### src/sv/assert_macros.svh
// Assertion macros used by the top-level RTL file of the event scanner.
`ifndef ASSERT_MACROS_SVH
`define ASSERT_MACROS_SVH

// Same-cycle implication, checked at every rising edge outside reset.
`define KES_ASSERT_IMPL(label, clk, rst_n, ante, cons) \
  label: assert property (@(posedge clk) disable iff (!rst_n) (ante) |-> (cons)) \
    else $error("same-cycle property violated");

// Next-cycle implication, checked at every rising edge outside reset.
`define KES_ASSERT_NEXT(label, clk, rst_n, ante, cons) \
  label: assert property (@(posedge clk) disable iff (!rst_n) (ante) |=> (cons)) \
    else $error("next-cycle property violated");

`endif

### src/sv/kes_pkg.sv
// Types and constants shared by the key and encoder event scanner.
`default_nettype none
package kes_pkg;

  typedef enum logic [3:0] {
    EV_NONE        = 4'd0,
    EV_UP          = 4'd1,
    EV_DOWN        = 4'd2,
    EV_LEFT        = 4'd3,
    EV_RIGHT       = 4'd4,
    EV_RUN         = 4'd5,
    EV_SELECT      = 4'd6,
    EV_MODE        = 4'd7,
    EV_DOUBLE_MODE = 4'd8,
    EV_SELECT_HOLD = 4'd9,
    EV_RUN_HOLD    = 4'd10,
    EV_MODE_HOLD   = 4'd11
  } event_t;

  typedef enum logic [2:0] {
    REG_DOUBLE_CLICK = 3'd0,
    REG_HOLD_DELAY   = 3'd1,
    REG_FIRST_REPEAT = 3'd2,
    REG_HOLD_REPEAT  = 3'd3,
    REG_MODE_LOCK    = 3'd4,
    REG_SELECT_LOCK  = 3'd5
  } reg_index_t;

  localparam int unsigned KEY_MODE_BIT   = 0;
  localparam int unsigned KEY_RUN_BIT    = 1;
  localparam int unsigned KEY_SELECT_BIT = 7;
  localparam logic [7:0]  KEY_HOLDABLE   = 8'h83;

  localparam logic [15:0] CLICK_MS_MAX = 16'hFFFF;

  localparam logic [15:0] RST_DOUBLE_CLICK = 16'd300;
  localparam logic [7:0]  RST_HOLD_DELAY   = 8'd30;
  localparam logic [7:0]  RST_FIRST_REPEAT = 8'd3;
  localparam logic [7:0]  RST_HOLD_REPEAT  = 8'd150;
  localparam logic [9:0]  RST_MODE_LOCK    = 10'd200;
  localparam logic [9:0]  RST_SELECT_LOCK  = 10'd100;

  typedef struct packed {
    logic [15:0] double_click_ms;
    logic [7:0]  hold_delay_scans;
    logic [7:0]  first_repeat_scans;
    logic [7:0]  hold_repeat_scans;
    logic [9:0]  mode_lock_ms;
    logic [9:0]  select_lock_ms;
  } cfg_t;

  typedef struct packed {
    logic [7:0]  last_keys;
    logic [7:0]  hold_wait;
    logic [7:0]  repeat_wait;
    logic        click_pending;
    logic [15:0] click_ms;
    logic        pending_run;
    logic        pending_select;
    logic        pending_mode;
  } scan_state_t;

endpackage
`default_nettype wire

### src/sv/key_and_encoder_event_scanner_unit.sv
// Top level of the key and encoder event scanner with its register port.
//
// Each input transaction is one 1 ms tick carrying the key levels (bit 0
// mode, bit 1 run, bit 7 select, 1 = pressed) and four active-low encoder
// contacts. Every accepted tick yields exactly one output transaction with
// an event code; the code is zero on every tick that is not a scan tick.
// Scan ticks come once every SCAN_PERIOD ticks, starting with the first tick
// after reset. Encoder contacts are sampled on odd tick phases and the
// resulting event is reported on the next scan unless a new key press or a key event displaces it.
// The code of a tick appears on out_key_event in the cycle after the tick
// is accepted. Throughput is one tick per cycle while the receiver is
// ready, set by the single output register; all state updates for a tick
// are done in the cycle it is accepted.
// When the receiver stalls, the output register holds its transaction and
// in_ready drops, so no tick is taken until the held result is accepted.
// Reset is synchronous and active low. It clears all scanner state and the
// output valid flag and loads the timing registers with their defaults.
// Timing registers are written over the APB port at byte address 4*index and
// should only be written while no tick is in flight.
`default_nettype none
`include "assert_macros.svh"
module key_and_encoder_event_scanner_unit #(
  parameter int unsigned SCAN_PERIOD = 20
) (
  input  wire logic        clk,
  input  wire logic        rst_n,
  // Tick input channel.
  input  wire logic        in_valid,
  output logic             in_ready,
  input  wire logic [7:0]  in_key_bits,
  input  wire logic        in_pin_up,
  input  wire logic        in_pin_down,
  input  wire logic        in_pin_left,
  input  wire logic        in_pin_right,
  // Event output channel.
  output logic             out_valid,
  input  wire logic        out_ready,
  output logic [3:0]       out_key_event,
  // Register port.
  input  wire logic        psel,
  input  wire logic        penable,
  input  wire logic        pwrite,
  input  wire logic [4:0]  paddr,
  input  wire logic [31:0] pwdata,
  output logic [31:0]      prdata,
  output logic             pready
);

  localparam int unsigned PHASE_W = $clog2(SCAN_PERIOD);
  localparam logic [PHASE_W-1:0] PHASE_LAST = PHASE_W'(SCAN_PERIOD - 1);

  // Timing registers.
  kes_pkg::cfg_t cfg_r;
  logic          cfg_wr;
  kes_pkg::reg_index_t cfg_idx;

  // Scanner state.
  logic [PHASE_W-1:0]   scan_phase_r, scan_phase_nxt;
  kes_pkg::scan_state_t scan_r, scan_nxt, scan_cur;
  logic [1:0]           vert_last_r, vert_last_nxt;
  logic [1:0]           horiz_last_r, horiz_last_nxt;
  kes_pkg::event_t      enc_event_r, enc_event_nxt, enc_sampled;
  logic [9:0]           vert_lock_r, vert_lock_nxt, vert_lock_dec;
  logic [9:0]           horiz_lock_r, horiz_lock_nxt, horiz_lock_dec;

  // Output register.
  logic            out_valid_r;
  kes_pkg::event_t out_key_event_r, code_nxt;

  // Scan block results.
  kes_pkg::scan_state_t scan_res;
  kes_pkg::event_t      scan_code;

  logic in_accept;
  logic scan_due;
  logic odd_phase;
  logic up_on, down_on, left_on, right_on;

  // ---------------------------------------------------------------------
  // Register port. Writes complete in the access phase; reads are
  // combinational since pready never stalls.
  // ---------------------------------------------------------------------
  assign pready  = 1'b1;
  assign cfg_wr  = psel && penable && pwrite && pready;
  assign cfg_idx = kes_pkg::reg_index_t'(paddr[4:2]);

  always_comb begin
    prdata = '0;
    unique case (cfg_idx)
      kes_pkg::REG_DOUBLE_CLICK: prdata = {16'd0, cfg_r.double_click_ms};
      kes_pkg::REG_HOLD_DELAY:   prdata = {24'd0, cfg_r.hold_delay_scans};
      kes_pkg::REG_FIRST_REPEAT: prdata = {24'd0, cfg_r.first_repeat_scans};
      kes_pkg::REG_HOLD_REPEAT:  prdata = {24'd0, cfg_r.hold_repeat_scans};
      kes_pkg::REG_MODE_LOCK:    prdata = {22'd0, cfg_r.mode_lock_ms};
      kes_pkg::REG_SELECT_LOCK:  prdata = {22'd0, cfg_r.select_lock_ms};
      default:                   prdata = '0;
    endcase
  end

  always_ff @(posedge clk) begin
    if (!rst_n) begin
      cfg_r.double_click_ms    <= kes_pkg::RST_DOUBLE_CLICK;
      cfg_r.hold_delay_scans   <= kes_pkg::RST_HOLD_DELAY;
      cfg_r.first_repeat_scans <= kes_pkg::RST_FIRST_REPEAT;
      cfg_r.hold_repeat_scans  <= kes_pkg::RST_HOLD_REPEAT;
      cfg_r.mode_lock_ms       <= kes_pkg::RST_MODE_LOCK;
      cfg_r.select_lock_ms     <= kes_pkg::RST_SELECT_LOCK;
    end else if (cfg_wr) begin
      unique case (cfg_idx)
        kes_pkg::REG_DOUBLE_CLICK: cfg_r.double_click_ms    <= pwdata[15:0];
        kes_pkg::REG_HOLD_DELAY:   cfg_r.hold_delay_scans   <= pwdata[7:0];
        kes_pkg::REG_FIRST_REPEAT: cfg_r.first_repeat_scans <= pwdata[7:0];
        kes_pkg::REG_HOLD_REPEAT:  cfg_r.hold_repeat_scans  <= pwdata[7:0];
        kes_pkg::REG_MODE_LOCK:    cfg_r.mode_lock_ms       <= pwdata[9:0];
        kes_pkg::REG_SELECT_LOCK:  cfg_r.select_lock_ms     <= pwdata[9:0];
        default: ;
      endcase
    end
  end

  // ---------------------------------------------------------------------
  // Handshake. A new tick is taken whenever the output register is empty
  // or its transaction leaves in this same cycle.
  // ---------------------------------------------------------------------
  assign in_ready  = !out_valid_r || out_ready;
  assign in_accept = in_valid && in_ready;
  assign out_valid = out_valid_r;
  assign out_key_event = out_key_event_r;

  // ---------------------------------------------------------------------
  // Per-tick update. Timers advance first, then the encoders are sampled,
  // then the key scan runs on phase zero.
  // ---------------------------------------------------------------------
  assign up_on    = ~in_pin_up;
  assign down_on  = ~in_pin_down;
  assign left_on  = ~in_pin_left;
  assign right_on = ~in_pin_right;

  assign scan_due  = (scan_phase_r == '0);
  assign odd_phase = scan_phase_r[0];

  assign vert_lock_dec  = (vert_lock_r  != '0) ? vert_lock_r  - 10'd1 : vert_lock_r;
  assign horiz_lock_dec = (horiz_lock_r != '0) ? horiz_lock_r - 10'd1 : horiz_lock_r;

  // Timers that run before the scan: the click timer saturates, and the
  // hold and repeat counters only count on scan ticks.
  always_comb begin
    scan_cur = scan_r;
    if (scan_r.click_pending && (scan_r.click_ms != kes_pkg::CLICK_MS_MAX)) begin
      scan_cur.click_ms = scan_r.click_ms + 16'd1;
    end
    if (scan_due) begin
      if (scan_r.hold_wait != '0) begin
        scan_cur.hold_wait = scan_r.hold_wait - 8'd1;
      end
      if (scan_r.repeat_wait != '0) begin
        scan_cur.repeat_wait = scan_r.repeat_wait - 8'd1;
      end
    end
  end

  // Encoder sampling. The contact state is only tracked while its lockout
  // is idle; a horizontal event in the same tick replaces a vertical one.
  always_comb begin
    enc_sampled    = enc_event_r;
    vert_last_nxt  = vert_last_r;
    horiz_last_nxt = horiz_last_r;
    if (odd_phase) begin
      if (vert_lock_dec == '0) begin
        if (up_on && !vert_last_r[0]) begin
          enc_sampled = down_on ? kes_pkg::EV_UP : kes_pkg::EV_DOWN;
        end
        vert_last_nxt = {down_on, up_on};
      end
      if (horiz_lock_dec == '0) begin
        if (left_on && !horiz_last_r[0]) begin
          enc_sampled = right_on ? kes_pkg::EV_LEFT : kes_pkg::EV_RIGHT;
        end
        horiz_last_nxt = {right_on, left_on};
      end
    end
  end

  kes_scan u_scan (
    .keys      (in_key_bits),
    .cur       (scan_cur),
    .enc_event (enc_sampled),
    .cfg       (cfg_r),
    .nxt       (scan_res),
    .code      (scan_code)
  );

  // Scan results, lockout loads and the phase counter.
  always_comb begin
    scan_nxt       = scan_cur;
    enc_event_nxt  = enc_sampled;
    vert_lock_nxt  = vert_lock_dec;
    horiz_lock_nxt = horiz_lock_dec;
    code_nxt       = kes_pkg::EV_NONE;
    if (scan_due) begin
      scan_nxt      = scan_res;
      enc_event_nxt = kes_pkg::EV_NONE;
      code_nxt      = scan_code;
      if (scan_code == kes_pkg::EV_MODE) begin
        vert_lock_nxt = cfg_r.mode_lock_ms;
      end
      if (scan_code == kes_pkg::EV_SELECT) begin
        horiz_lock_nxt = cfg_r.select_lock_ms;
      end
    end
    scan_phase_nxt = (scan_phase_r == PHASE_LAST) ? '0 : scan_phase_r + PHASE_W'(1);
  end

  always_ff @(posedge clk) begin
    if (!rst_n) begin
      scan_phase_r <= '0;
      scan_r       <= '0;
      vert_last_r  <= '0;
      horiz_last_r <= '0;
      enc_event_r  <= kes_pkg::EV_NONE;
      vert_lock_r  <= '0;
      horiz_lock_r <= '0;
      out_valid_r  <= 1'b0;
    end else begin
      if (in_accept) begin
        scan_phase_r <= scan_phase_nxt;
        scan_r       <= scan_nxt;
        vert_last_r  <= vert_last_nxt;
        horiz_last_r <= horiz_last_nxt;
        enc_event_r  <= enc_event_nxt;
        vert_lock_r  <= vert_lock_nxt;
        horiz_lock_r <= horiz_lock_nxt;
      end
      if (in_ready) begin
        out_valid_r <= in_valid;
      end
    end
  end

  always_ff @(posedge clk) begin
    if (in_accept) begin
      out_key_event_r <= code_nxt;
    end
  end

  // ---------------------------------------------------------------------
  // Checks.
  // ---------------------------------------------------------------------
  `KES_ASSERT_NEXT(a_quiet_off_scan, clk, rst_n, in_accept && !scan_due, out_valid && out_key_event == kes_pkg::EV_NONE)
  `KES_ASSERT_IMPL(a_phase_in_range, clk, rst_n, 1'b1, scan_phase_r <= PHASE_LAST)
  `KES_ASSERT_IMPL(a_click_idle_zero, clk, rst_n, !scan_r.click_pending, scan_r.click_ms == '0)
  `KES_ASSERT_NEXT(a_scan_clears_enc, clk, rst_n, in_accept && scan_due, enc_event_r == kes_pkg::EV_NONE)

endmodule
`default_nettype wire

### src/sv/kes_scan.sv
// Key scan logic: press, release, click and hold decisions for one scan tick.
`default_nettype none
module kes_scan (
  input  wire logic [7:0]          keys,
  input  wire kes_pkg::scan_state_t cur,
  input  wire kes_pkg::event_t     enc_event,
  input  wire kes_pkg::cfg_t       cfg,
  output kes_pkg::scan_state_t     nxt,
  output kes_pkg::event_t          code
);

  logic new_press;
  logic any_held;

  assign new_press = |(keys & ~cur.last_keys);
  assign any_held  = |(keys & cur.last_keys);

  always_comb begin
    nxt  = cur;
    code = kes_pkg::EV_NONE;
    if (new_press) begin
      nxt.hold_wait   = cfg.hold_delay_scans;
      nxt.repeat_wait = cfg.first_repeat_scans;
      if (keys[kes_pkg::KEY_RUN_BIT]) begin
        nxt.pending_run = 1'b1;
      end
      if (keys[kes_pkg::KEY_SELECT_BIT]) begin
        nxt.pending_select = 1'b1;
      end
      if (keys[kes_pkg::KEY_MODE_BIT]) begin
        nxt.click_ms = '0;
        if (cur.click_pending) begin
          nxt.click_pending = 1'b0;
          code = (cur.click_ms < cfg.double_click_ms) ? kes_pkg::EV_DOUBLE_MODE
                                                      : kes_pkg::EV_MODE;
        end else begin
          nxt.click_pending = 1'b1;
          nxt.pending_mode  = 1'b1;
        end
      end
    end else begin
      code = enc_event;
      if (any_held) begin
        // Hold fires once both the first delay and the repeat gap have run out.
        if (cur.hold_wait == '0 && cur.repeat_wait == '0) begin
          if (keys[kes_pkg::KEY_SELECT_BIT]) begin
            code = kes_pkg::EV_SELECT_HOLD;
            nxt.pending_select = 1'b0;
          end
          if (keys[kes_pkg::KEY_RUN_BIT]) begin
            code = kes_pkg::EV_RUN_HOLD;
            nxt.pending_run = 1'b0;
          end
          if (keys[kes_pkg::KEY_MODE_BIT]) begin
            code = kes_pkg::EV_MODE_HOLD;
            nxt.pending_mode  = 1'b0;
            nxt.click_pending = 1'b0;
            nxt.click_ms      = '0;
          end
          if (|(keys & kes_pkg::KEY_HOLDABLE)) begin
            nxt.repeat_wait = cfg.hold_repeat_scans;
          end
        end
      end else begin
        if (cur.pending_select) begin
          code = kes_pkg::EV_SELECT;
          nxt.pending_select = 1'b0;
        end
        if (cur.pending_run) begin
          code = kes_pkg::EV_RUN;
          nxt.pending_run = 1'b0;
        end
        // A single mode click resolves once the double-click window has passed.
        if (cur.pending_mode && cur.click_pending &&
            (cur.click_ms > cfg.double_click_ms)) begin
          code = kes_pkg::EV_MODE;
          nxt.pending_mode  = 1'b0;
          nxt.click_pending = 1'b0;
          nxt.click_ms      = '0;
        end
        nxt.hold_wait = cfg.hold_delay_scans;
      end
    end
    nxt.last_keys = keys;
  end

endmodule
`default_nettype wire
### config.mk
export PLATFORM = sky130hd
export DESIGN_NAME = key_and_encoder_event_scanner_unit
export DESIGN_NICKNAME = d
export VERILOG_FILES = /design/src/sv/kes_pkg.sv /design/src/sv/key_and_encoder_event_scanner_unit.sv /design/src/sv/kes_scan.sv
export VERILOG_INCLUDE_DIRS = /design/src /design/src/sv
export SDC_FILE = /design/constraint.sdc
export NUM_CORES = 1
export LEC_CHECK = 0
export ABC_AREA = 1
export BUFFER_PORTS_ARGS = -buffer_cell sky130_fd_sc_hd__buf_2
export CAP_MARGIN = 20
export CORE_MARGIN = 5
export CORE_UTILIZATION = 30
export DETAILED_ROUTE_END_ITERATION = 8
export HOLD_SLACK_MARGIN = 0.03
export PLACE_DENSITY = 0.46
export SLEW_MARGIN = 10
export SYNTH_ARGS = -nofsm -noshare
export SYNTH_HDL_FRONTEND = slang
export SYNTH_HIERARCHICAL = 1
export SYNTH_SLANG_ARGS = --single-unit
export TNS_END_PERCENT = 5
### constraint.sdc
create_clock -name clk -period 8.5 [get_ports clk]
set_input_delay 1.275 -clock clk [delete_from_list [all_inputs] [get_ports clk]]
set_output_delay 1.275 -clock clk [all_outputs]
set_load 0.05 [all_outputs]
==> out/summary.md, run 1 <==
The floorplan step set the die height to 185 um. The cell area power density works out to 207 nW/um^2. The worst hold path begins at enc_event_r[3]. Synthesis inferred 140 register bits. In the final routed layout, each cell accounts on average for 15.3 um. For the maximum buffer depth of the clock tree, the log shows 2. In the layout the commonest cells are sky130_fd_sc_hd__nand2_1, sky130_fd_sc_hd__nor2_1, sky130_fd_sc_hd__inv_1.

Routability-driven placement finished with a final weighted congestion of 0.826. After synthesis, the largest family of logic cells by area is simple AND/OR/NAND/NOR gates. The count of buffers added on input and output ports is 59. Counting instances, the worst hold path has a depth of 2.

Leaving out fill and tap cells, the most frequent cell in the layout is sky130_fd_sc_hd__nand2_1. The number of different library cells used by synthesis comes to 54. The total clock sinks was 140; the floorplan die area was 34,100 um^2.

Buffers inserted to repair hold after CTS numbered 0. The run gives 5.42 ns as the worst endpoint data arrival time. The worst setup path is captured at a flop. The total overflow left after global routing is 0. The cell that appears most often on the critical path is sky130_fd_sc_hd__nand3_1. The tools report the number of failing hold endpoints at the final stage as 0. The synthesis warning total was 6; the antenna diode count was 0. For the overall global routing resource usage, the log shows 16.5%. Static timing analysis puts the maximum clock frequency at 196 MHz.

The sequential cells in the finished layout cover a total of 2840 um^2. For the number of CTS-inserted buffers, the log shows 17. From left edge to right edge, the die measures 185 um. For the via count, the log shows 8,866.

The kind of start point of the critical path is a flop. In the routed design, unresolved DRC markers number 0. Entering global routing, the biggest net connects 64 pins. The post-synthesis simple-gate area fraction was 34.2%. Setup repair after global routing left no endpoint under its margin. In the final layout, the share of cells above drive strength 1 is 13.0%.

The run finished with clean final reports. After synthesis, the share of cell area in mux cells is 0.109%. The xor/xnor cell area share of the yosys netlist was 2.08%; the mean post-synth cell area was 6.45 um^2. The layout overhead on the synthesized area was 11.6%.

For this run, the detailed router's first-pass iteration total came to 5. The area taken by multi-input logic gates was 5270 um^2. After clock tree synthesis, the clock-pin slew on the worst setup and hold paths is 0.06 ns. The worst hold slack was 0.465 ns; the final-report max-slew violation count was 0. For the number of resized instances in the post-cts repair step, the log shows 0.

The number of global-route vias before repair came out at 8,205. TritonCTS built the clock tree. For the initial antenna violation count, the log shows 0.

Cells fill 33.7% of the core in the end. The largest single stage delay on the critical path is 0.62 ns. The total negative slack is 0 ns, and the effective utilization at floorplan is 30.2%.

The slowest library cell on the worst path was sky130_fd_sc_hd__nand3_1. The number of fillers in the final layout is 3,357. For the pin with the worst max-slew slack, the measured transition is 0.958 ns. Buffers added to address setup during post-CTS repair amount to 0. The cell at the root of the clock tree was sky130_fd_sc_hd__clkbuf_16. The path with the worst hold slack has its endpoint at enc_event_r[3].

The slack of the worst reg-to-reg path is 3.39 ns, and the residual antenna-violating net count after detailed routing is 0. The cell depth of the worst flop-to-flop path is 25. Summing the areas of all compound-gate instances in the mapped netlist gives 16.9% of the synthesized area. The worst register-to-register path ends at horiz_lock_r[5]. In this run, the number of DRC markers left after iteration 0 of detailed routing was 546. The sequential element share of the synthesized area came out at 31.0%. In this run the critical register-to-register path is launched from scan_phase_r[0]. 95 I/O pins were placed. In this run the worst hold path is classified as reg -> reg. Setup violations remaining at the end of the flow were counted as 0. The run gives 44,600 um as the global-route wire length before repair. The number of maximum-capacitance constraint violations was 0; the static power due to leakage was 4.55 nW. Net total in the final layout: 1,528. The cell area after technology mapping came out at 9160 um^2.

The smallest clock period supported by the final layout is computed as 5.11 ns. The highest ir drop seen on vdd is 0.000131 V, and the synthesized-area fraction occupied by adder cells is 3.55%. For the worst-skew pair, the clock arrives at the later sink with an insertion delay of 0.43 ns.

The vias per cell came out at 4.78. For the max-slew headroom at the worst pin, the log shows 36.0%. Synthesis produced 1,419 cells.

The logs give 0.0146 ns for the setup clock skew after layout and 8.81 ns for the required time at the endpoint of the critical path. The aggregate routed wire length was 28,400 um. The worst setup path is of the reg -> reg kind. The final cycle utilization of the critical path was 60.2%; the critical-path maximum fanout was 19. The H-tree depth reported by CTS is 4, and the post-DP HPWL is 20,200 um. The floorplan has 64 rows.

In this run the standard cell core region covers 30,300 um^2.
==> worst max path at each step <==
stage	from	endpoint	slack (ns)	cells past startpoint
after floorplan	paddr[4]	prdata[8]	4.45	5
final	scan_phase_r[0]	horiz_lock_r[5]	3.39	25
after detailed placement	scan_phase_r[0]	horiz_lock_r[5]	3.34	25
after CTS	scan_phase_r[0]	horiz_lock_r[5]	3.32	25
after global placement	scan_phase_r[0]	horiz_lock_r[2]	3.38	24
after global routing	scan_phase_r[0]	horiz_lock_r[3]	2.79	24
==> layer usage <==
metal	wire [um]	GRT usage (%)	vias up	share of wire (%)
li1	-	-	4621	-
met5	0	0	-	0
met2	13000	26.4	146	46
met4	461	4.46	0	1.6
met1	14100	23.3	4077	50
met3	946	2.55	22	3.3
==> cell families (layout without fill, tap and decap cells) <==
kind of cell | Yosys count | count (layout)
AND/OR/NAND/NOR | 696 | 696
flip-flops | 140 | 140
buffers and inverters | 252 | 277
AO/OA/AOI/OAI | 282 | 282
multiplexers | 1 | 1
XOR/XNOR | 20 | 20
other | 2 | 17
adder cells (fa/ha/maj) | 26 | 26
==> power by group <==
group          internal, mW  total (mW)  switching, mW
combinational         0.188       0.618          0.431
clock                 0.437       0.757          0.320
sequential            0.697       0.736         0.0382
==> critical path, delay by kind of cell, from the launching register on <==
kind	cells	cell delay, ns
DFF	1	0.53
adders and majority gates	1	0.22
buffers and inverters	5	0.86
and+or+nand+nor	12	2.15
AOI/OAI and AO/OA	7	1.20
==> area by class of cell <==
| type | count | area share [%] |
|---|---|---|
| inverter | 179 | 6.60 |
| sequential | 140 | 27.8 |
| multi-input combinational | 1042 | 51.6 |
| tap | 396 | 4.85 |
| timing repair buffer | 66 | 3.40 |
| clock inverter | 12 | 1.07 |
| clock buffer | 20 | 4.68 |
==> through the flow <==
stage          power [mW]  std cells  setup slack, ns  area [um^2]
2_1_floorplan        1.24       1434             4.45         9210
3_3_place_gp         1.37       1823             3.38         9630
3_5_place_dp         1.37       1823             3.34         9630
4_1_cts              2.14       1855             3.32        10200
5_1_grt              2.25       1855             2.79        10200
6_report             2.11       1855             3.39        10200
==> Yosys cell counts (all sizes together) <==
master / instances / area [um^2]
xnor2: 2 / 17.5
a21boi: 2 / 18.8
a221oi: 10 / 87.6
or3: 1 / 6.26
xor2: 18 / 173
edfxtp: 4 / 120
and3: 2 / 12.5
buf: 41 / 309
nand3: 114 / 643
nor3b: 2 / 15.0
nor3: 18 / 110
a211oi: 3 / 22.5
nand2: 322 / 1270
ha: 26 / 325
o21ai: 127 / 639
o211ai: 9 / 67.6
dfxtp: 136 / 2720
a21o: 1 / 7.51
o21a: 1 / 7.51
o22ai: 4 / 25.0
o21bai: 2 / 15.0
clkinv: 5 / 18.8
a21oi: 103 / 519
clkbuf: 32 / 121
a22oi: 2 / 15.0
mux2i: 1 / 10.0
or2: 3 / 18.8
a31oi: 14 / 87.6
nor2: 220 / 935
nor4: 3 / 31.3
conb: 2 / 7.51
o221ai: 4 / 35.0
nand4: 11 / 83.8
inv: 174 / 656
No activity file was read; power rests on OpenSTA's default activity.
==> run 2, diff against run 1 <==
- ABC_AREA: 1 -> 0
- PLACE_DENSITY: 0.46 -> 0.48
- clock period: 8.5 -> 4.7 ns (I/O delays scaled with it)
==> out/summary.md, run 2 <==
The logs give 4.55 nW (+0.13%) for the static power due to leakage and 6 (unchanged) for the synthesis warning total. The cell type with the largest total area after synthesis was sky130_fd_sc_hd__dfxtp_1. In the post-synthesis netlist, the biggest area contributors are sky130_fd_sc_hd__dfxtp_1, sky130_fd_sc_hd__nand2_1, sky130_fd_sc_hd__a21oi_1.

The share of total power consumed by net switching was 40.1% (+2.8 points); the via count was 8,936 (+0.79%). For the post-DP HPWL, the log shows 22,000 um (+8.8%). The switching power was 2.14 mW (+170%); the post-synthesis simple-gate area fraction was 27.3% (-6.8 points).

The number of maximum-capacitance constraint violations is 0 (unchanged), and the xor/xnor cell area share of the yosys netlist is 2.21% (+0.14 points). The share of total power in the clock network is 25.7% (-10 points). By count the netlist is led by sky130_fd_sc_hd__nand2_1, sky130_fd_sc_hd__dfxtp_1, sky130_fd_sc_hd__a21oi_1, sky130_fd_sc_hd__nor2_1, sky130_fd_sc_hd__mux2i_1. The clock latency on the worst-skew pair is 0.44 ns (about the same).

First-pass iteration count of the detailed router: 5 (unchanged). The non-filler instance count after layout is 1,739 (-6.3%). The maximum clock rate is 220 MHz (+12%). The cell area reported after detailed placement was 10,400 um^2 (+7.5%); the layout overhead on the synthesized area was 23.7%. The most common flop cell mapped by yosys was sky130_fd_sc_hd__dfxtp_1. For the starting DRC count in detailed routing, the log shows 653 (+20%). In this run the most critical hold path is launched from enc_event_r[3].

The relative contribution of sequential cells to total power was 25.8% (-9.0 points); the highest ir drop seen on vdd was 0.000272 V (+110%). The setup path with the least slack is of type reg -> reg. The leading cell type in the layout, fill and taps excluded was sky130_fd_sc_hd__nand2_1. The cell area after technology mapping is 9100 um^2 (-0.64%), and the number of flops mapped to enable cells by yosys is 4 (unchanged).

The count of distinct cell types in the synthesized netlist was 84 (+56%); the clock-pin slew of the registers on the worst-case setup and hold paths was 0.07 ns (about the same). The H-tree depth reported by CTS came out at 4 (unchanged). The routability-driven placement congestion ratio came out at 0.839 (+1.7%). The gate count of the mapped netlist is 1,207 (-15%). The max-slew headroom at the worst pin is 29.5% (-6.5 points). Setup repair after global routing could not meet its margin everywhere. The mux contribution to synthesized area was 7.82% (+7.7 points); the DRC violation count after routing was 0 (unchanged).

The number of endpoints failing setup at the final stage is 0 (unchanged). After synthesis, the largest family of logic cells by area is simple AND/OR/NAND/NOR gates. In this run the critical register-to-register path is launched from horiz_lock_r[6]. Synthesized flop and latch total: 140 (unchanged).

TritonCTS built the clock tree. The run gives 0 (unchanged) as the antenna diode count. The run gives 0 (unchanged) as the number of failing hold endpoints at the final stage. For the worst endpoint data arrival time, the log shows 4.84 ns (-0.58 ns).

The final cycle utilization of the critical path was 96.8% (+37 points). The min-delay analysis places its worst path in the category reg -> reg. The share of the synthesized area in the top cell type was 29.9% (+0.19 points).

The run gives 17.5% (+0.93 points) as the overall global routing resource usage. Critical-path maximum fanout: 7 (-12). The flow ran to the end, and the final reports show no timing, DRC or antenna violations.

The number of placement rows is 63 (-1.6%), and the post-route cell area is 11,300 um^2 (+10%). The total core area was 29,800 um^2 (-1.8%); the number of global-route vias before repair was 8,313 (+1.3%). The effective utilization at floorplan came out at 30.5% (+0.36 points).

The transition time at the pin with the least slew margin is 1.06 ns (+0.0974 ns). The async set or reset register ratio after synthesis is 0% (unchanged), and the initial antenna violation count is 1 (+1). The floorplan die area was 33,900 um^2 (-0.61%); the port buffer count was 59 (unchanged).

The overall die width works out to 184 um (-0.31%). The setup clock skew after layout came out at 0.0191 ns (+0.00451 ns). Cell at the root of the clock tree: sky130_fd_sc_hd__clkbuf_16. The tools report the combinational power share as 48.5% (+19 points).

The number of top-level design ports is 95 (unchanged), and the global-route wire length before repair is 47,200 um (+5.8%). In the layout the commonest cells are sky130_fd_sc_hd__nand2_1, sky130_fd_sc_hd__dfxtp_1, sky130_fd_sc_hd__buf_4. The number of CTS-inserted buffers came out at 17 (unchanged). The share of final-layout standard cells stronger than drive strength 1 was 22.5% (+9.6 points); the maximum buffer depth of the clock tree was 2 (unchanged).

The tools report the kind of start point of the critical path as a flop. The net total in the final layout came out at 1,418 (-7.2%). The aggregate routed wire length came out at 30,400 um (+7.0%).

The mean post-synth cell area is 7.54 um^2 (+17%). The total clock sinks was 140 (unchanged). The run gives 64 (unchanged) as the maximum number of pins on one net before global-route repair.

The cell area power density was 473 nW/um^2 (+130%); the final-report max-slew violation count was 0 (unchanged). The average wire length per cell after detail routing is 17.5 um (+14%). The synthesized-area fraction occupied by adder cells was 3.58% (+0.023 points); the vias per cell was 5.14 (+7.5%).

The vertical extent of the die is 184 um (-0.31%). The cell depth of the worst flop-to-flop path works out to 21 (-16%). Total grt overflow: 0 (unchanged). The post-synthesis compound-gate area fraction works out to 20.3% (+3.4 points).

The most common cell in the synthesized netlist is sky130_fd_sc_hd__nand2_1. The residual antenna-violating net count after detailed routing is 0 (unchanged), and the required time at the endpoint of the critical path is 4.99 ns (-3.82 ns). For the internal power component, the log shows 3.19 mW (+140%). The worst setup path is captured at a flop.

The total instance count after detailed placement came out at 1,692 (-7.2%). For the sequential element share of the synthesized area, the log shows 31.2% (+0.20 points). The worst hold path cell count works out to 2 (unchanged). The tools report the launching element of the worst setup path as horiz_lock_r[6].

The run gives 37.8% (+4.1 points) as the utilization after layout. Time the final worst path needs with I/O delays and setup: 4.55 ns (-0.565 ns).
run 2: area by class of cell:
| cell class | instances | area (um^2) |
|---|---|---|
| fill | 3124 | 18500 |
| multi-input combinational | 939 | 5860 |
| sequential | 140 | 2850 |
| timing repair buffer | 185 | 1280 |
| tap | 390 | 488 |
| clock buffer | 18 | 429 |
| inverter | 53 | 205 |
| clock inverter | 14 | 146 |
run 2: critical path: stages, from the launching register on:
cell	delay [ns]
sky130_fd_sc_hd__dfxtp_2	0.33
sky130_fd_sc_hd__or4_4	0.54
sky130_fd_sc_hd__buf_6	0.14
sky130_fd_sc_hd__or3_4	0.34
sky130_fd_sc_hd__nor4_4	0.34
sky130_fd_sc_hd__o21ai_2	0.12
sky130_fd_sc_hd__o32ai_4	0.33
sky130_fd_sc_hd__a21oi_1	0.11
sky130_fd_sc_hd__a21oi_1	0.17
sky130_fd_sc_hd__buf_4	0.17
sky130_fd_sc_hd__nor2_2	0.04
sky130_fd_sc_hd__nor2_2	0.12
sky130_fd_sc_hd__a211oi_2	0.05
sky130_fd_sc_hd__o31ai_2	0.33
sky130_fd_sc_hd__nand2_1	0.15
sky130_fd_sc_hd__buf_6	0.17
sky130_fd_sc_hd__nor4b_4	0.37
sky130_fd_sc_hd__buf_6	0.19
sky130_fd_sc_hd__nor4b_2	0.05
sky130_fd_sc_hd__a21oi_1	0.14
sky130_fd_sc_hd__a2bb2oi_1	0.16
sky130_fd_sc_hd__nor2_1	0.05
run 2: metrics by stage:
step,total power [mW],setup WS (ns),setup TNS [ns],hold slack [ns]
3_5_place_dp,3.70,-0.174,-1.15,0.422
2_1_floorplan,2.97,0.0368,0,0.407
5_1_grt,5.69,-0.124,-0.710,0.452
3_3_place_gp,3.70,-0.186,-1.29,0.414
4_1_cts,5.08,0.0148,0,0.431
6_report,5.32,0.152,0,0.433
run 2: timing repair:
item | in CTS | in global routing
setup buffers | 0 | 11
pin swaps | 0 | 20
gates resized for setup | 4 | 44
hold buffers | 0 | 0
setup endpoints to repair | 11 | 20
cloned | 0 | 1
run 2: final timing paths:
path	end	slack (ns)
max	horiz_lock_r[8]	0.15
min	enc_event_r[3]	0.43
min reg2reg	enc_event_r[3]	0.43
max reg2reg	horiz_lock_r[8]	0.15
run 2: metal layers:
metal	GRT usage (%)	up-vias	wire [um]
met2	28.2	163	14100
met1	24.8	4237	15000
met4	3.25	0	262
met3	2.98	18	1020
met5	0	-	0
li1	-	4518	-
run 2: cells by family (layout without fill, tap and decap cells):
kind of cell / count (synthesis) / after routing
simple gates: 511 / 511
flops: 140 / 140
other cells: 2 / 17
compound gates: 296 / 296
fa+ha+maj: 26 / 26
buf+inv: 143 / 270
xor+xnor: 23 / 23
mux: 66 / 66
run 2: power groups by stage:
stage               Clock [mW]  Sequential [mW]  Combinational, mW
floorplan                    0             1.40               1.57
global placement             0             1.39               2.30
detailed placement           0             1.39               2.30
CTS                       1.39             1.37               2.32
global route              1.44             1.39               2.86
finish                    1.37             1.37               2.58
==> run 3, diff against run 2 <==
- CORE_ASPECT_RATIO: not set -> 0.9
==> out/summary.md, run 3 (synthesized netlist as in run 2, its figures left out) <==
The average wire length per cell after detail routing is 17.2 um (-1.9%). The final cycle utilization of the critical path works out to 93.2% (-3.6 points). The tools report the area taken by multi-input logic gates as 5830 um^2 (-0.62%). The tools report the floorplan die area as 33,900 um^2 (about the same).

The first-pass iteration count of the detailed router was 7 (+2). The time the final worst path needs with I/O delays and setup came out at 4.38 ns (-0.170 ns). Number of CTS-inserted buffers: 17 (unchanged). Clock tree synthesis selected as its root buffer the cell sky130_fd_sc_hd__clkbuf_16. For the number of placement rows, the log shows 60 (-4.8%). The critical path endpoint category is a flop. The critical-path maximum fanout was 6 (-1); the number of maximum-capacitance constraint violations was 0 (unchanged). The tools report the setup clock skew after layout as 0.0125 ns (-0.00669 ns). The share of final-layout standard cells stronger than drive strength 1 was 21.0% (-1.5 points). The library cells used most frequently in the layout, excluding fill and tap cells, are sky130_fd_sc_hd__nand2_1, sky130_fd_sc_hd__dfxtp_1, sky130_fd_sc_hd__a21oi_1. Relative to the synthesized area, the layout overhead comes to 22.8%.

For the starting DRC count in detailed routing, the log shows 699 (+7.0%). The setup path with the least slack is of type reg -> reg. The vias per cell works out to 5.11 (-0.56%). The run finished with clean final reports. The worst endpoint data arrival time is 4.70 ns (-0.14 ns). For the initial antenna violation count, the log shows 0 (-1). The leading cell type in the layout, fill and taps excluded was sky130_fd_sc_hd__nand2_1. The overall power consumption was 5.22 mW (-1.9%). TritonCTS built the clock tree. The logs give 140 (unchanged) for the total clock sinks and 0 ns (unchanged) for the total negative slack.

The clock-pin slew of the registers on the worst-case setup and hold paths was 0.06 ns (about the same). The highest metal layer with signal wires was met4. The run gives 67 (+4.7%) as the maximum number of pins on one net before global-route repair. The run gives 1,408 (-0.71%) as the net total in the final layout.

The tools report the H-tree depth reported by CTS as 4 (unchanged). The run gives 14,800 um (-1.7%) as the met1 layer wirelength in the final routing. For the overall global routing resource usage, the log shows 17.2% (-0.31 points).

The vertical extent of the die was 175 um (-4.9%). The routed length on met2 came out at 13,300 um (-5.9%). The tools report the aggregate routed wire length as 29,900 um (-1.8%). The number of endpoints failing setup at the final stage was 0 (unchanged); the number of global-route vias before repair was 8,373 (+0.72%). Sequential cell area: 2840 um^2 (about the same). The worst hold path belongs to the class reg -> reg. The run gives 228 MHz (+3.9%) as the maximum clock rate. The logs give 3,229 (+3.4%) for the number of fillers in the final layout and 29,900 um^2 (+0.28%) for the total core area.

The transition time at the pin with the least slew margin is 1.03 ns (-0.0246 ns). The logs give 0 (unchanged) for the count of hold-fix buffers inserted at cts and 95 (unchanged) for the number of top-level design ports. The number of failing hold endpoints at the final stage came out at 0 (unchanged). The max-slew headroom at the worst pin is 30.9% (+1.3 points), and the DRC violation count after routing is 0 (unchanged).

Effective utilization at floorplan: 30.5% (-0.084 points). The via count is 8,896 (-0.45%), and the final-report max-slew violation count is 0 (unchanged). The maximum buffer depth of the clock tree was 2 (unchanged). The static power due to leakage is 4.53 nW (-0.49%). Antenna diode count: 0 (unchanged).

The cell area power density works out to 467 nW/um^2 (-1.1%). The total grt overflow is 0 (unchanged), and the overall die width is 194 um (+5.1%). For the global-route wire length before repair, the log shows 46,800 um (-0.88%). The port buffer count was 59 (unchanged); the highest ir drop seen on vdd was 0.000262 V (-3.7%). The slack of the worst reg-to-reg path was 0.32 ns (+0.17 ns). The required time at the endpoint of the critical path is 5.02 ns (+0.03 ns), and the met3 wirelength from detailed routing is 1190 um (+17%). The residual antenna-violating net count after detailed routing is 0 (unchanged), and the post-DP HPWL is 21,600 um (-1.9%).

The clock latency on the worst-skew pair is 0.43 ns (about the same), and the routability-driven placement congestion ratio is 0.835 (-0.48%). STA classifies the critical path startpoint as a flop.
## run 3: report_power, final
group / internal [mW] / switching (mW)
Clock: 0.894 / 0.547
Sequential: 1.28 / 0.0960
Combinational: 1.03 / 1.37
## run 3: what timing repair did
item | CTS | global route
cloned | 0 | 1
pin swaps | 0 | 6
setup buffers | 0 | 4
setup endpoints to repair | 10 | 20
gates resized for setup | 3 | 25
## run 3: stage by stage
step | instances | utilization (%) | hold slack, ns | worst slack [ns] | area, um^2
6_report | 1741 | 37.4 | 0.430 | 0.321 | 11200
5_1_grt | 1741 | 37.4 | 0.452 | -0.0116 | 11200
4_1_cts | 1736 | 36.8 | 0.431 | 0.00597 | 11000
3_5_place_dp | 1705 | 34.7 | 0.422 | -0.143 | 10400
3_3_place_gp | 1704 | 34.7 | 0.418 | -0.173 | 10400
2_1_floorplan | 1222 | - | 0.407 | 0.0368 | 9170
## run 3: path summary, 6_finish.rpt
check            startpoint         endpoint  cells past startpoint
max          vert_lock_r[1]  horiz_lock_r[5]                     20
min          enc_event_r[3]   enc_event_r[3]                      2
max reg2reg  vert_lock_r[1]  horiz_lock_r[5]                     20
min reg2reg  enc_event_r[3]   enc_event_r[3]                      2
## run 3: cell type report
cell class                      instances  share of cell area, %
Clock buffer                           23                   4.37
Inverter                               53                   1.84
Timing Repair Buffer                  175                   10.5
Tap cell                              403                   4.51
Clock inverter                          8                   1.19
Sequential cell                       140                   25.4
Multi-Input combinational cell        939                   52.1
## run 3: routing by layer
metal / vias up / track usage, %
li1: 4474 / -
met1: 4192 / 24.2
met2: 201 / 27.0
met3: 29 / 2.87
met4: 0 / 5.22
met5: - / 0
## run 3: critical path, stage by stage, from the launching register on
cell,delay (ns)
sky130_fd_sc_hd__dfxtp_1,0.31
sky130_fd_sc_hd__inv_1,0.07
sky130_fd_sc_hd__ha_1,0.17
sky130_fd_sc_hd__or4b_4,0.49
sky130_fd_sc_hd__or4_4,0.49
sky130_fd_sc_hd__a21oi_2,0.18
sky130_fd_sc_hd__o211ai_1,0.14
sky130_fd_sc_hd__a311o_1,0.39
sky130_fd_sc_hd__o21ai_2,0.13
sky130_fd_sc_hd__a21oi_2,0.10
sky130_fd_sc_hd__a21oi_1,0.15
sky130_fd_sc_hd__nor2_1,0.06
sky130_fd_sc_hd__a2111oi_2,0.37
sky130_fd_sc_hd__a21oi_2,0.14
sky130_fd_sc_hd__buf_4,0.17
sky130_fd_sc_hd__nor4b_4,0.25
sky130_fd_sc_hd__buf_4,0.21
sky130_fd_sc_hd__nor3_1,0.06
sky130_fd_sc_hd__a21oi_1,0.12
sky130_fd_sc_hd__o22ai_1,0.08
sky130_fd_sc_hd__and2_1,0.16
